--- src/minv_pkg.sv ---
// Shared types, constants and cofactor term table for the 4x4 inverter.
package minv_pkg;
	localparam int N_ELEM = 16;
	localparam int N_TERM = 6;

	typedef enum logic [2:0] {
		ST_LOAD,
		ST_PAIR,
		ST_TERM,
		ST_DET,
		ST_DIV,
		ST_OUT
	} state_t;

	typedef struct packed {
		logic [3:0] a;
		logic [3:0] b;
		logic [3:0] c;
	} triple_t;

	// Return the factor indices of term t of cofactor i.
	function automatic triple_t term_lookup(input logic [3:0] i, input logic [2:0] t);
		logic [1:0] r;
		logic [1:0] c;
		logic [3:0] rows [3];
		logic [3:0] cols [3];
		logic [1:0] n;
		triple_t tr;
		r = i[3:2];
		c = i[1:0];
		n = 2'd0;
		rows[0] = 4'd0; rows[1] = 4'd0; rows[2] = 4'd0;
		cols[0] = 4'd0; cols[1] = 4'd0; cols[2] = 4'd0;
		// cofactor (r,c) uses rows != c and columns != r (transposed)
		for (int k = 0; k < 4; k++) begin
			if (k[1:0] != c) begin
				rows[n] = 4'(k * 4);
				n = n + 2'd1;
			end
		end
		n = 2'd0;
		for (int k = 0; k < 4; k++) begin
			if (k[1:0] != r) begin
				cols[n] = 4'(k);
				n = n + 2'd1;
			end
		end
		// pattern: a row t/2 col 0 ; b,c remaining rows with cols 1,2
		case (t)
			3'd0: tr = '{rows[0] + cols[0], rows[1] + cols[1], rows[2] + cols[2]};
			3'd1: tr = '{rows[0] + cols[0], rows[1] + cols[2], rows[2] + cols[1]};
			3'd2: tr = '{rows[1] + cols[0], rows[0] + cols[1], rows[2] + cols[2]};
			3'd3: tr = '{rows[1] + cols[0], rows[0] + cols[2], rows[2] + cols[1]};
			3'd4: tr = '{rows[2] + cols[0], rows[0] + cols[1], rows[1] + cols[2]};
			default: tr = '{rows[2] + cols[0], rows[0] + cols[2], rows[1] + cols[1]};
		endcase
		return tr;
	endfunction
endpackage

--- src/minv_div.sv ---
// Restoring divider, one quotient bit per cycle, unsigned magnitudes.
module minv_div import minv_pkg::*; #(
	parameter int NW = 96,
	parameter int DW = 64
) (
	input  logic          clk,
	input  logic          arst_n,
	input  logic          start,
	input  logic [NW-1:0] num,
	input  logic [DW-1:0] den,
	output logic          done,
	output logic [NW-1:0] quo
);
	localparam int CW = $clog2(NW + 1);
	logic [CW-1:0] cnt_q;
	logic          busy_q;
	logic          done_q;
	logic [DW:0]   rem_q;
	logic [NW-1:0] quo_q;
	logic [DW-1:0] den_q;
	logic [DW:0]   sh;
	logic [DW:0]   diff;

	assign sh   = {rem_q[DW-1:0], quo_q[NW-1]};
	assign diff = sh - {1'b0, den_q};

	always_ff @(posedge clk or negedge arst_n) begin
		if (!arst_n) begin
			busy_q <= 1'b0;
			cnt_q  <= '0;
			done_q <= 1'b0;
		end else begin
			// flag the cycle after the last step, once quo_q is final
			done_q <= busy_q && (cnt_q == CW'(1));
			if (start) begin
				busy_q <= 1'b1;
				cnt_q  <= CW'(NW);
			end else if (busy_q) begin
				cnt_q <= cnt_q - 1'b1;
				if (cnt_q == CW'(1)) busy_q <= 1'b0;
			end
		end
	end

	always_ff @(posedge clk) begin
		if (start) begin
			rem_q <= '0;
			quo_q <= num;
			den_q <= den;
		end else if (busy_q) begin
			if (!diff[DW]) begin
				rem_q <= diff;
				quo_q <= {quo_q[NW-2:0], 1'b1};
			end else begin
				rem_q <= sh;
				quo_q <= {quo_q[NW-2:0], 1'b0};
			end
		end
	end

	assign done = done_q;
	assign quo  = quo_q;
endmodule

--- config.mk ---
export PLATFORM = sky130hd
export DESIGN_NAME = minv_div
export DESIGN_NICKNAME = d
export VERILOG_FILES = /design/src/minv_pkg.sv /design/src/minv_div.sv
export SDC_FILE = /design/constraint.sdc
export NUM_CORES = 1
export LEC_CHECK = 0
export BUFFER_PORTS_ARGS = -buffer_cell sky130_fd_sc_hd__buf_2
export CORE_UTILIZATION = 43
export CTS_CLUSTER_DIAMETER = 80
export CTS_CLUSTER_SIZE = 14
export DETAILED_ROUTE_END_ITERATION = 8
export PLACE_DENSITY = 0.75
export SETUP_SLACK_MARGIN = 0.4
export SLEW_MARGIN = 0
export SYNTH_ARGS = -nofsm -noshare
export SYNTH_HDL_FRONTEND = slang
export SYNTH_SLANG_ARGS = --single-unit
--- constraint.sdc ---
create_clock -name clk -period 5.6 [get_ports clk]
set_input_delay 0.56 -clock clk [delete_from_list [all_inputs] [get_ports clk]]
set_output_delay 0.56 -clock clk [all_outputs]
set_load 0.01 [all_outputs]
## After elaboration in Yosys (flattened, before gate mapping)

Cells that the tools add are included.

- Add/subtract/negate cells: 2
- Eq/ne operators: 1
- Multiplexer cells: 9
- Reductions and logical operators: 2

Operator list:

| cell | count |
|---|---|
| $mux 96 | 2 |
| $sub 65x64->65 | 1 |
| $mux 64 | 1 |
| $mux 7 | 2 |
| $eq 7x1->1 const B | 1 |
| $sub 7x1->7 const B | 1 |
| $mux 1 | 4 |
| $reduce_bool 2->1 | 1 |
| $logic_and 1x1->1 | 1 |

- Bits in registers: 233
- Bits of input ports: 163
- Output and inout bits: 97

## Logic depth before layout (Yosys ltp)

- Word-level depth: 4
- Depth in mapped cells: 15
- Mapped depth without buffers: 13

## Least setup slack after synthesis

Ideal clock, no wire load.

- Kind: reg-to-reg
- Start: register busy_q
- End: register quo_q[0], in the netlist quo[0], enable pin
- Library setup time: 0.450 ns
- Data arrival time: 2.729 ns
- Path slack: 2.421 ns
- Stages on the path, launching flop included: 5
- Path buffers: 2
- Period minus slack after synthesis: 3.179 ns
- Path through: dfrtp_1 > clkbuf_1 > nor2_1 > clkbuf_1 > inv_1

- Cells in the longest elaborated chain, start to end: 1

Ends and longest elaborated chain:

| what | RTL line | text |
|---|---|---|
| start: declaration | minv_div.sv:16 | `logic busy_q;` |
| start signal: assignment | minv_div.sv:29 | `busy_q <= 1'b0;` |
| start signal: assignment | minv_div.sv:36 | `busy_q <= 1'b1;` |
| start signal: assignment | minv_div.sv:40 | `if (cnt_q == CW'(1)) busy_q <= 1'b0;` |
| $reduce_bool 2->1 (no line) | - |  |
| end signal: assignment | minv_div.sv:48 | `quo_q <= num;` |
| end signal: assignment | minv_div.sv:53 | `quo_q <= {quo_q[NW-2:0], 1'b1};` |
| end signal: assignment | minv_div.sv:56 | `quo_q <= {quo_q[NW-2:0], 1'b0};` |
| end: declaration | minv_div.sv:19 | `logic [NW-1:0] quo_q;` |

No other way between the ends.
A chain may end at the register's enable or synchronous reset.

## Worst setup path in the final report

- Start: register quo_q[95], in the netlist quo[95]
- End: register rem_q[22]

- Cells in the longest elaborated chain, start to end: 2

Ends and longest elaborated chain:

| what | RTL line | text |
|---|---|---|
| $sub 65x64->65 | minv_div.sv:25 | `assign diff = sh - {1'b0, den_q};` |
| $mux 64 | minv_div.sv:51 | `if (!diff[DW]) begin` |
| end signal: assignment | minv_div.sv:52 | `rem_q <= diff;` |
| end signal: assignment | minv_div.sv:55 | `rem_q <= sh;` |
| end: declaration | minv_div.sv:18 | `logic [DW:0] rem_q;` |

No other way between the ends.

==> results_dict.tcl <==
set metrics [dict create \
    antenna_left 0 \
    tritoncts "built" \
    antenna_found_initial 10 \
    drc 0 \
    slew-limit-headroom_pct 35.3 \
    min_period_ns 4.02 \
    syn2layout_area_growth_pct 16.5 \
    outcome "completed" \
    slowest_delay_ns 0.63 \
    p_per_area_mw_per_mm2 367 \
    max-cap-violations 0 \
    synthTopCellsByArea "edfxtp_1 36%, dfxtp_1 9.7%, mux2_2 8.2%" \
    synth_edf_count 160 \
    dp_cells 1826 \
    viasPerCell 5.50 \
    ys_ff_latch 233 \
    finClkSkew_ns 0.0316 \
    die_y_um 177 \
    final_layout_size_suffix_gt1_share_pct 27.6 \
    synthCells 1236 \
    synth.largest_area_cell "edfxtp_1" \
    syn_area_per_cell_um2 10.7 \
    wl_met2_mm 16.2 \
    cts_buffers 20 \
    synth_top_area_share_pct 36.4 \
    yosys_most_used_dff "edfxtp_1" \
    seq_area_frac_synth_pct 47.8 \
    cp-end-kind "flop" \
    crit_type "reg -> reg" \
    crit_required_ns 5.97 \
    place.gp.congestion 0.934 \
    ios 260 \
    vias 10271 \
    worst_pin_slew_ns 0.970 \
    synth_nets 1466 \
    port_buffers 259 \
    ys_types 78 \
    path_cells "inv_1, ha_1, fa_1, nand2b_1, a21o_1, a211oi_2, a21o_1, o221ai_1, a21oi_1, o211a_4, buf_4, mux2i_1, o21ai_0" \
    clk_path_buf_depth 3 \
    grt-ovfl-total 0 \
    die_x_um 177 \
    fill_cells 2647 \
    cp_top_family "compound AO/OA/AOI/OAI gates" \
    hold_path_class "in -> reg" \
    rows 63 \
    start_kind "flop" \
    clkLatencyLatePin_ns 0.54 \
    p_leak_nw 6.46 \
    hold_buffers 1 \
    die_area_mm2 0.0314 \
    grt_pass1_wl_mm 52.7 \
    wl_met1_mm 14.0 \
    top_layer_used "met5" \
    fp.coreArea_mm2 0.0299 \
    initial_core_util_pct 44.2 \
    cts-resized-gates 0 \
    wl_met3_mm 2.45 \
    drt_pass1_iterations 6 \
    yosysWarnings 0 \
    drtIter0Drc 571 \
    critPathMaxFanout 41 \
    finalSetupViolCount 0 \
    clkSinkCount 233 \
    r2r_setup_slack_ns 1.58 \
    syn_area_mm2 0.0132 \
    hpwl_mm 25.1 \
    cp_num_buf_inv 2 \
    grt_max_degree 79 \
    min_period_over_period_pct 71.8 \
    path_clk_slew_ns 0.07 \
    cpMaxStageDelayCell "o211a_4" \
    clockRootBuffer "clkbuf_16" \
    h-tree-depth 1 \
    fin_setup_tns_ns 0 \
    critPathArrivalTime_ns 4.39 \
    finalMaxSlewViolations 0 \
    cp_common_cell "a21o_1" \
    hold_violations 0 \
    nets 1689 \
    max_freq_ghz 0.249 \
    post-cts-setup-buffers 0 \
    async_reset_ff_share_pct 3.86 \
    wirelength_mm 33.9 \
    grt_use_total_pct 21.2 \
    final_cells 1866 \
    routedWlPerCell_um 18.1 \
    rsz0062_at_grt "false" \
    vdd_ir_drop_max_uv 310 \
    grt_pass1_vias 10180 \
]
cell usage after synthesis (13+ instances only):
cell and n:
mux2i_1 41, nand2_1 75, nor2_1 77, xnor2_1 43, ha_1 66, nand4_1 24, a22oi_1 15, clkbuf_1 45
inv_1 95, dfxtp_1 64, mux2_2 96, xor2_1 17, nor3_1 13, a21oi_1 86, a21o_1 30, a211oi_1 34
o21ai_0 66, edfxtp_1 160, o21bai_1 14
worst register-to-register path, cell delays in order, from the launching register on:
cell and delay (ns):
edfxtp_1 0.36, inv_1 0.06, ha_1 0.21, fa_1 0.40, nand2b_1 0.18, a21o_1 0.20
a211oi_2 0.28, a21o_1 0.27, o221ai_1 0.20, a21oi_1 0.22, o211a_4 0.63, buf_4 0.51
mux2i_1 0.25, o21ai_0 0.08
sequential cells by signal, indices dropped and copies added, names as in the netlist:
register	cells
cnt_q	7
done	1
busy_q	1
rem_q	64
den_q	64
quo	96
routing by layer:
metal  track usage, %  up-vias
met5                0        -
met2             36.1      321
met1             25.6     4852
li1                 -     5010
met3             5.65       74
met4             7.40       14
layout by cell type, fill, tap and decap left out, types with 11 or more instances in the layout:
master     count
o21bai_1      14
o211ai_1      11
a21o_1        30
dfxtp_1       64
nand2_1       75
mux2_2        96
xnor2_1       43
mux2i_1       41
nand4_1       24
nor2_1        76
clkbuf_1      12
edfxtp_1     160
xor2_1        17
o21ai_1       12
a22oi_1       15
nor3_1        13
ha_1          66
o21ai_0       66
a211oi_1      34
nand3_1       11
inv_1         94
a21oi_1       86
clkbuf_16     20
buf_2        258
power by group:
group	total, mW	internal, mW	switching, mW
clock	1.35	0.707	0.643
combinational	2.01	0.860	1.15
sequential	2.28	2.11	0.176
path summary, 6_finish.rpt:
path                            from   endpoint  depth (start not counted)
setup / recovery             quo[95]  rem_q[22]                         13
hold / removal               den[10]  den_q[10]                          1
setup reg to reg             quo[95]  rem_q[22]                         13
hold reg to reg            rem_q[12]  rem_q[12]                          2
max in group asynchronous     arst_n     busy_q                          2
min in group asynchronous     arst_n   cnt_q[1]                          2
stage by stage:
| step | hold slack, ns | setup WS (ns) | utilization, % | instance area (um2) | power (mW) |
|---|---|---|---|---|---|
| after floorplan | 0.264 | 2.42 | - | 13200 | 3.79 |
| after global placement | 0.418 | 1.78 | 49.4 | 14700 | 4.25 |
| after detailed placement | 0.426 | 1.64 | 49.4 | 14700 | 4.30 |
| after CTS | 0.170 | 1.59 | 51.4 | 15400 | 5.66 |
| after global routing | 0.168 | 1.26 | 51.4 | 15400 | 5.97 |
| final | 0.196 | 1.58 | 51.5 | 15400 | 5.64 |
kinds of logic (layout without fill, tap and decap cells):
group	Yosys count	after routing	synth area share, %
adder cells (fa/ha/maj)	67	67	6.41
multiplexers	137	137	11.3
other	0	3	0
buffers and inverters	160	397	4.95
flip-flops	233	233	47.8
AO/OA/AOI/OAI	332	332	16.6
AND/OR/NAND/NOR	247	247	8.90
XOR/XNOR	60	60	3.98
area by class of cell:
type                       count  area, um2  area share (%)
clock buffer                  35        578            3.76
tap                          390        488            3.17
timing repair buffer         266       1360            8.85
inverter                      95        359            2.34
clock inverter                 1       30.0           0.195
multi-input combinational    843       6240            40.6
sequential                   233       6310            41.1
antenna                        3       7.51          0.0488
No activity file was read; power rests on OpenSTA's default activity.
